===== config.mk =====
export PLATFORM = sky130hd
export DESIGN_NAME = vdr_ctrl
export DESIGN_NICKNAME = d
export VERILOG_FILES = /design/src/hw/rtl/versioned_delta_resequencer_core_defines.svh /design/src/hw/rtl/vdr_pkg.sv /design/src/hw/rtl/vdr_ctrl.sv
export SDC_FILE = /design/constraint.sdc
export NUM_CORES = 1
export LEC_CHECK = 0
export ABC_AREA = 1
export CORE_AREA = 5 5 42 44
export CTS_CLUSTER_SIZE = 25
export DETAILED_ROUTE_END_ITERATION = 8
export DIE_AREA = 0 0 47 49
export DONT_BUFFER_PORTS = 1
export HOLD_SLACK_MARGIN = 0.05
export RECOVER_POWER = 50
export SLEW_MARGIN = 15
export SYNTH_ARGS = -nofsm -noshare
export SYNTH_HDL_FRONTEND = slang
export SYNTH_SLANG_ARGS = --single-unit

===== constraint.sdc =====
create_clock -name clk -period 2.9 [get_ports clk]
set_input_delay 0.29 -clock clk [delete_from_list [all_inputs] [get_ports clk]]
set_output_delay 0.29 -clock clk [all_outputs]
set_load 0.03 [all_outputs]

===== src/hw/rtl/versioned_delta_resequencer_core_defines.svh =====
// Assertion macros for the versioned delta resequencer RTL.
// Included by files that carry concurrent assertions; no other dependencies.
`ifndef VERSIONED_DELTA_RESEQUENCER_CORE_DEFINES_SVH
`define VERSIONED_DELTA_RESEQUENCER_CORE_DEFINES_SVH
`ifndef SYNTH
`define VDR_ASSERT_SAME(label, clk, rst, ante, cons) \
  label: assert property (@(posedge clk) disable iff (rst) (ante) |-> (cons)) \
    else $error("vdr assertion failed");
`define VDR_ASSERT_NEXT(label, clk, rst, ante, cons) \
  label: assert property (@(posedge clk) disable iff (rst) (ante) |=> (cons)) \
    else $error("vdr assertion failed");
`else
`define VDR_ASSERT_SAME(label, clk, rst, ante, cons)
`define VDR_ASSERT_NEXT(label, clk, rst, ante, cons)
`endif
`endif


===== src/hw/rtl/vdr_pkg.sv =====
// Shared types and constants for the versioned delta resequencer.
// No dependencies.
package vdr_pkg;

  localparam int ENTITY_COUNT_DEF = 64;
  localparam int WINDOW           = 16;
  localparam int WIN_BITS         = $clog2(WINDOW);
  localparam logic [15:0] NACK_INTERVAL_RST = 16'd200;

  localparam logic KIND_APPLY = 1'b0;
  localparam logic KIND_NACK  = 1'b1;

  typedef struct packed {
    logic        req_type;
    logic [5:0]  entity_index;
    logic [31:0] version_number;
    logic        full_snapshot;
    logic [15:0] payload_handle;
  } in_item_t;

  typedef struct packed {
    logic        result_kind;
    logic [5:0]  out_entity;
    logic [31:0] out_version;
    logic [15:0] out_payload;
    logic        last_of_run;
  } out_item_t;

  typedef struct packed {
    logic [31:0]       exp_ver;
    logic [31:0]       last_nack;
    logic              nack_once;
    logic [WINDOW-1:0] slot_vld;
  } ent_row_t;

  typedef struct packed {
    logic [31:0] ver;
    logic [15:0] pay;
  } slot_row_t;

  typedef struct packed {
    logic accept;
    logic decide;
    logic slot_rd;
    logic step;
    logic flush;
    logic wb;
    logic clr_wr;
  } cmd_t;

  typedef struct packed {
    logic in_go;
    logic is_full;
    logic is_old;
    logic is_eq;
    logic nack;
    logic hit;
    logic out_free;
    logic clr_done;
  } status_t;

endpackage


===== src/hw/rtl/vdr_ctrl.sv =====
// Sequencing state machine of the resequencer.
// Depends on vdr_pkg (cmd_t, status_t).
module vdr_ctrl (
  input  logic             clk,
  input  logic             rst,
  input  logic             in_valid,
  output logic             in_ready,
  input  vdr_pkg::status_t st,
  output vdr_pkg::cmd_t    cmd
);
  import vdr_pkg::*;

  typedef enum logic [6:0] {
    S_CLEAR  = 7'b0000001,
    S_IDLE   = 7'b0000010,
    S_DECIDE = 7'b0000100,
    S_SRD    = 7'b0001000,
    S_SCHK   = 7'b0010000,
    S_FLUSH  = 7'b0100000,
    S_WB     = 7'b1000000
  } state_t;

  state_t state, state_next;

  always_ff @(posedge clk) begin
    if (rst) begin
      state <= S_CLEAR;
    end else begin
      state <= state_next;
    end
  end

  always_comb begin
    state_next = state;
    cmd        = '0;
    in_ready   = 1'b0;
    case (state)
      S_CLEAR: begin
        cmd.clr_wr = 1'b1;
        if (st.clr_done) begin
          state_next = S_IDLE;
        end
      end
      S_IDLE: begin
        in_ready   = 1'b1;
        cmd.accept = in_valid;
        if (in_valid && st.in_go) begin
          state_next = S_DECIDE;
        end
      end
      S_DECIDE: begin
        cmd.decide = 1'b1;
        if (st.is_full) begin
          state_next = S_FLUSH;
        end else if (st.is_old) begin
          state_next = S_IDLE;
        end else if (st.is_eq) begin
          state_next = S_SRD;
        end else if (st.nack) begin
          state_next = S_FLUSH;
        end else begin
          state_next = S_WB;
        end
      end
      S_SRD: begin
        cmd.slot_rd = 1'b1;
        state_next  = S_SCHK;
      end
      S_SCHK: begin
        if (st.out_free) begin
          if (st.hit) begin
            cmd.step   = 1'b1;
            state_next = S_SRD;
          end else begin
            cmd.flush  = 1'b1;
            state_next = S_WB;
          end
        end
      end
      S_FLUSH: begin
        if (st.out_free) begin
          cmd.flush  = 1'b1;
          state_next = S_WB;
        end
      end
      S_WB: begin
        cmd.wb     = 1'b1;
        state_next = S_IDLE;
      end
      default: begin
        state_next = S_CLEAR;
      end
    endcase
  end

endmodule


==> metrics.txt, run 1 <==
Synth Warn #=0; Resize count post-CTS=0; Max IR drop VDD=0.2125 mV; syn_area_per_cell=between 5 and 6 sq um; most frequent cells in the layout=nand2_1 (27), nor2_1 (21), inv_1 (10); Setup crit start kind=flop; Layout Nets=~110; Pins Over Slew Limit=0; DP HPWL=1.075 mm; min-delay worst type=input port to flop; Tmin final=between 1.5 and 2 ns; core area=between 1000 and 1500 sq um; Largest Register=state; Residual DRC=0; fmax=517.6 MHz; Antenna Nets Post-Route=0; Placer Congestion=between 0.8 and 0.9; H-tree depth=1; layout cells sized above 1=roughly 22%; slowest cell delay on critical path=approximately 0.86 ns; total track usage=12.45%; Slew headroom=between 20% and 30%; RSZ-0062 raised after global routing=no; starting density of the core=roughly 41%; Final Hold Viols=0; die width=about 47 um; largest net degree at the start of global routing=8; status=complete, no violations; Setup CP Type=flop to output pin; Critical Path End Type=output pin; drt via density=just under 5; critical path buffer and inverter count=0; Worst Path Arrival=about 1.6 ns; Seq cells post-synth=7; I/O Buffers=0; final setup TNS=0 ns; register area share after synthesis=roughly a quarter; die area=2303 sq um; Worst Skew=0.003930 ns; Sink Count=7; Pwr Total=0.3350 mW; Routed WL per cell=around 11 um; root buffer cell=clkbuf_4; first-pass GRT wire length=between 2 and 2.5 mm; buffer count from post-CTS setup fixing=0; Worst EP required=roughly 2.6 ns; Remaining Overflow, GRT=0; Tightest Pin Transition=~1.1 ns; drt total wl=1.245 mm; initial DRC count=12; first-pass iteration count of the detailed router=4; clock-pin transition on the worst setup and hold timing paths=roughly 0.050 ns; routed via count=around 570; PwrDens=between 500 and 600 nW/um^2; area grow syn2layout=5.000%; most common cell after layout, fill and taps aside=nand2_1; CTS Buf Count=3; CP max stage cell=nor3_1; vias in the first global route=approximately 530; worst setup margin=between 0.9 and 1 ns; Tcrit/Tclk final=66.62%; max reg flops=7; synthesized instance count=between 90 and 100; # fillers=165; Max Cap Viol=0; worst slack, placed=roughly 1.3 ns; Antenna diodes=0; post-synth net total=approximately 110; Post-Syn Area=roughly 580 sq um; CTS tree=built; # setup viols final=0; Max Buffers Root-to-Sink=2; IO Pins=19; worst path cell trace=nor2_2 -> nand2_1 -> nor3_1; worst-path fanout max=4; # hold bufs at CTS=0; CP delay by family, top=simple AND/OR/NAND/NOR gates; Leak=about 0.32 nW; Synth cell types=16; Die Y=~49 um; FP Rows=14; worst skew pair latency=0.25 ns; leading registers by flop count=state (7); initial antenna violation count=0
final cells by class:
class | count | area, sq um | area share (%)
Clock buffer | 4 | 26.28 | 4.348
Multi-Input combinational cell | 77 | 369.1 | 61.08
Tap cell | 16 | 20.02 | 3.313
Sequential cell | 7 | 140.1 | 23.19
Inverter | 13 | 48.80 | 8.075
logic make-up after synthesis:
group           Yosys count  share of synthesized area [%]
simple gates             72                          62.83
buf+inv                  13                          8.479
flops                     7                          24.35
compound gates            5                          4.347
final timing paths:
check | start | to | slack (ns) | cells past startpoint
setup / recovery | state[5]$_SDFFE_PP0P_ | in_ready | 0.97 | 3
hold / removal | rst | state[2]$_SDFFE_PP0P_ | 0.11 | 1
setup reg to reg | state[5]$_SDFFE_PP0P_ | state[6]$_SDFFE_PP0P_ | 1.00 | 7
hold reg to reg | state[3]$_SDFFE_PP0P_ | state[4]$_SDFFE_PP0P_ | 0.62 | 4
cell usage after synthesis:
cell type   n  share of area (%)
nand2_1    27                 18
nor2_1     18                 12
inv_1       8                5.2
dfxtp_1     7                 24
nand2_2     7                7.6
nor2_2      6                6.5
inv_2       5                3.3
nand3_1     5                4.3
a21oi_1     3                2.6
nand3_2     3                5.2
nor3_2      2                3.5
o21ai_0     2                1.7
and3_1      1                1.1
nand3b_1    1                1.3
nand3b_2    1                2.0
nor2_4      1                2.0
power by group:
group          leakage (nW)  switching [mW]  internal [mW]
registers            0.0569         0.00828          0.107
logic                 0.244          0.0970         0.0382
clock network        0.0150          0.0326         0.0523
total                 0.315           0.138          0.197
per-layer routing:
layer / global-route usage, % / part of all wire [%] / vias up
met2: 17.42 / 44 / 20
met3: 2.583 / 8.0 / 2
li1: - / - / 306
met5: 0 / 0 / -
met4: 5.530 / 1.0 / 0
met1: 17.72 / 47 / 243
metrics by stage:
stage | hold slack (ns) | cells | util (%) | area [sq um]
after floorplan | 0.3565 | 97 | - | 575.6
after global placement | 0.3622 | 113 | 42.50 | 595.6
after detailed placement | 0.3622 | 113 | 42.50 | 595.6
after CTS | 0.09979 | 117 | 44.38 | 621.8
after global routing | 0.08810 | 117 | 43.13 | 604.3
final | 0.1072 | 117 | 43.13 | 604.3
Power figures use the tool's default switching activity.
==> run 2: changes to the inputs <==
==> constraint.sdc (replaced) <==
create_clock -name clk -period 1.9 [get_ports clk]
set_input_delay 0.19 -clock clk [delete_from_list [all_inputs] [get_ports clk]]
set_output_delay 0.19 -clock clk [all_outputs]
set_load 0.03 [all_outputs]
==> run 2 against run 1 <==
Net effect:
- final area rose by 7.5%
- power grew 63%
- via count rose by 6.5%
- combinational power increased by 70%
- first-iteration DRC count grew 17%
- cell count increased by 4.3%
- critical path depth rose by 2
- core utilization is 3.2 points higher
- largest cell class unchanged
- largest power group unchanged
==> metrics.txt, run 2 (synthesized netlist as in run 1, its figures left out) <==
max reg flops=7; die width=around 47 um; # setup viols final=0; PwrDens=roughly 840 nW/um^2; Worst Skew=approximately 0.0050 ns; Pwr Total=between 0.5 and 0.6 mW; leading registers by flop count=state (7); Tmin final=1.651 ns; Leak=0.3323 nW; DP Area=625.6 sq um; total track usage=roughly 13%; DP HPWL=about 1.1 mm; Setup crit start kind=flop; CTS tree=built; Placer Congestion=about 0.76; Antenna diodes=0; root buffer cell=clkbuf_4; Antenna Nets Post-Route=0; FP Rows=14; H-tree depth=1; Resize count post-CTS=0; CTS Buf Count=3; Sink Count=7; Worst Path Arrival=about 1.5 ns; reg2reg setup slack=between 0.3 and 0.4 ns; worst-path fanout max=5; Remaining Overflow, GRT=0; Max Cap Viol=0; Max Buffers Root-to-Sink=2; Pins Over Slew Limit=0; worst skew pair latency=~0.26 ns; Critical Path End Type=output pin; most common cell after layout, fill and taps aside=nand2_1; Setup CP Type=flop to output pin; IO Pins=19; min-delay worst type=input port to flop; layout cells sized above 1=26.42%; Largest Register=state; final setup TNS=0 ns; Finished Cell Area=649.4 sq um; Final Hold Viols=0; Slew headroom=a little under two thirds; drt total wl=1.333 mm; vias in the first global route=525; Die Y=~50 um; first-pass iteration count of the detailed router=4; first-pass GRT wire length=roughly 2.1 mm; drt via density=~5; Tightest Pin Transition=~0.54 ns; I/O Buffers=0; core area=1401 sq um; status=complete, no violations; # fillers=163; area grow syn2layout=12.83%; Tcrit/Tclk final=86.90%; starting density of the core=41.07%; Reg area=between 100 and 150 sq um; die area=approximately 2300 sq um; Layout Nets=~120; routed via count=just over 600; clock-pin transition on the worst setup and hold timing paths=roughly 0.060 ns; Routed WL per cell=10.93 um; area of the multi-input gates=~380 sq um; initial DRC count=14; final core occ=between 40 and 50%; Max IR drop VDD=around 0.36 mV; Worst EP required=approximately 1.7 ns; most frequent cells in the layout=nand2_1 (28), nor2_1 (19), inv_1 (8); largest net degree at the start of global routing=8; fmax=roughly 610 MHz; RSZ-0062 raised after global routing=no; initial antenna violation count=0; Residual DRC=0
-- run 2: worst paths after layout --
check | start | to | cells after the start
hold reg to reg | state[3]$_SDFFE_PP0P_ | state[4]$_SDFFE_PP0P_ | 4
setup / recovery | state[2]$_SDFFE_PP0P_ | cmd[3] | 5
hold / removal | rst | state[0]$_SDFFE_PP1P_ | 1
setup reg to reg | state[2]$_SDFFE_PP0P_ | state[6]$_SDFFE_PP0P_ | 10
-- run 2: timing repair --
item / CTS / global route
endpoints found under the hold margin: 6 / 0
setup buffers: 0 / 0
setup endpoints to repair: 0 / 0
hold buffers: 1 / 0
-- run 2: metal layers --
metal / vias to the layer above / routed length [um] / GRT usage (%)
met5: - / 0 / 0
met4: 0 / 21 / 6.912
met3: 2 / 149 / 3.690
met2: 30 / 591 / 18.55
met1: 260 / 570 / 16.04
li1: 316 / - / -
-- run 2: report_power, final --
group	total [mW]	switching (mW)	internal, mW	leakage (nW)
clock	0.139	0.0587	0.0804	0.0150
sequential	0.175	0.0127	0.163	0.0569
combinational	0.230	0.161	0.0686	0.260
total	0.544	0.233	0.312	0.332
-- run 2: critical path, cell delays in order (launching register included) --
cell     delay, ns
dfxtp_1       0.32
nor2_1        0.14
nand2_1       0.11
inv_2         0.11
nand3_1       0.09
nor2_1        0.44
-- run 2: cell type report --
cell class,instances,area share [%]
timing repair buffer,5,5.010
tap,16,3.083
inverter,13,7.514
multi-input combinational,77,58.77
clock buffer,4,4.046
sequential,7,21.58
-- run 2: through the flow --
step | hold WS [ns] | cells | setup slack (ns)
floorplan | 0.2565 | 97 | 0.4960
finish | 0.05779 | 122 | 0.2488
global placement | 0.2648 | 117 | 0.5348
detailed placement | 0.2644 | 117 | 0.5171
global route | 0.05545 | 122 | 0.1546
CTS | 0.06190 | 122 | 0.2390
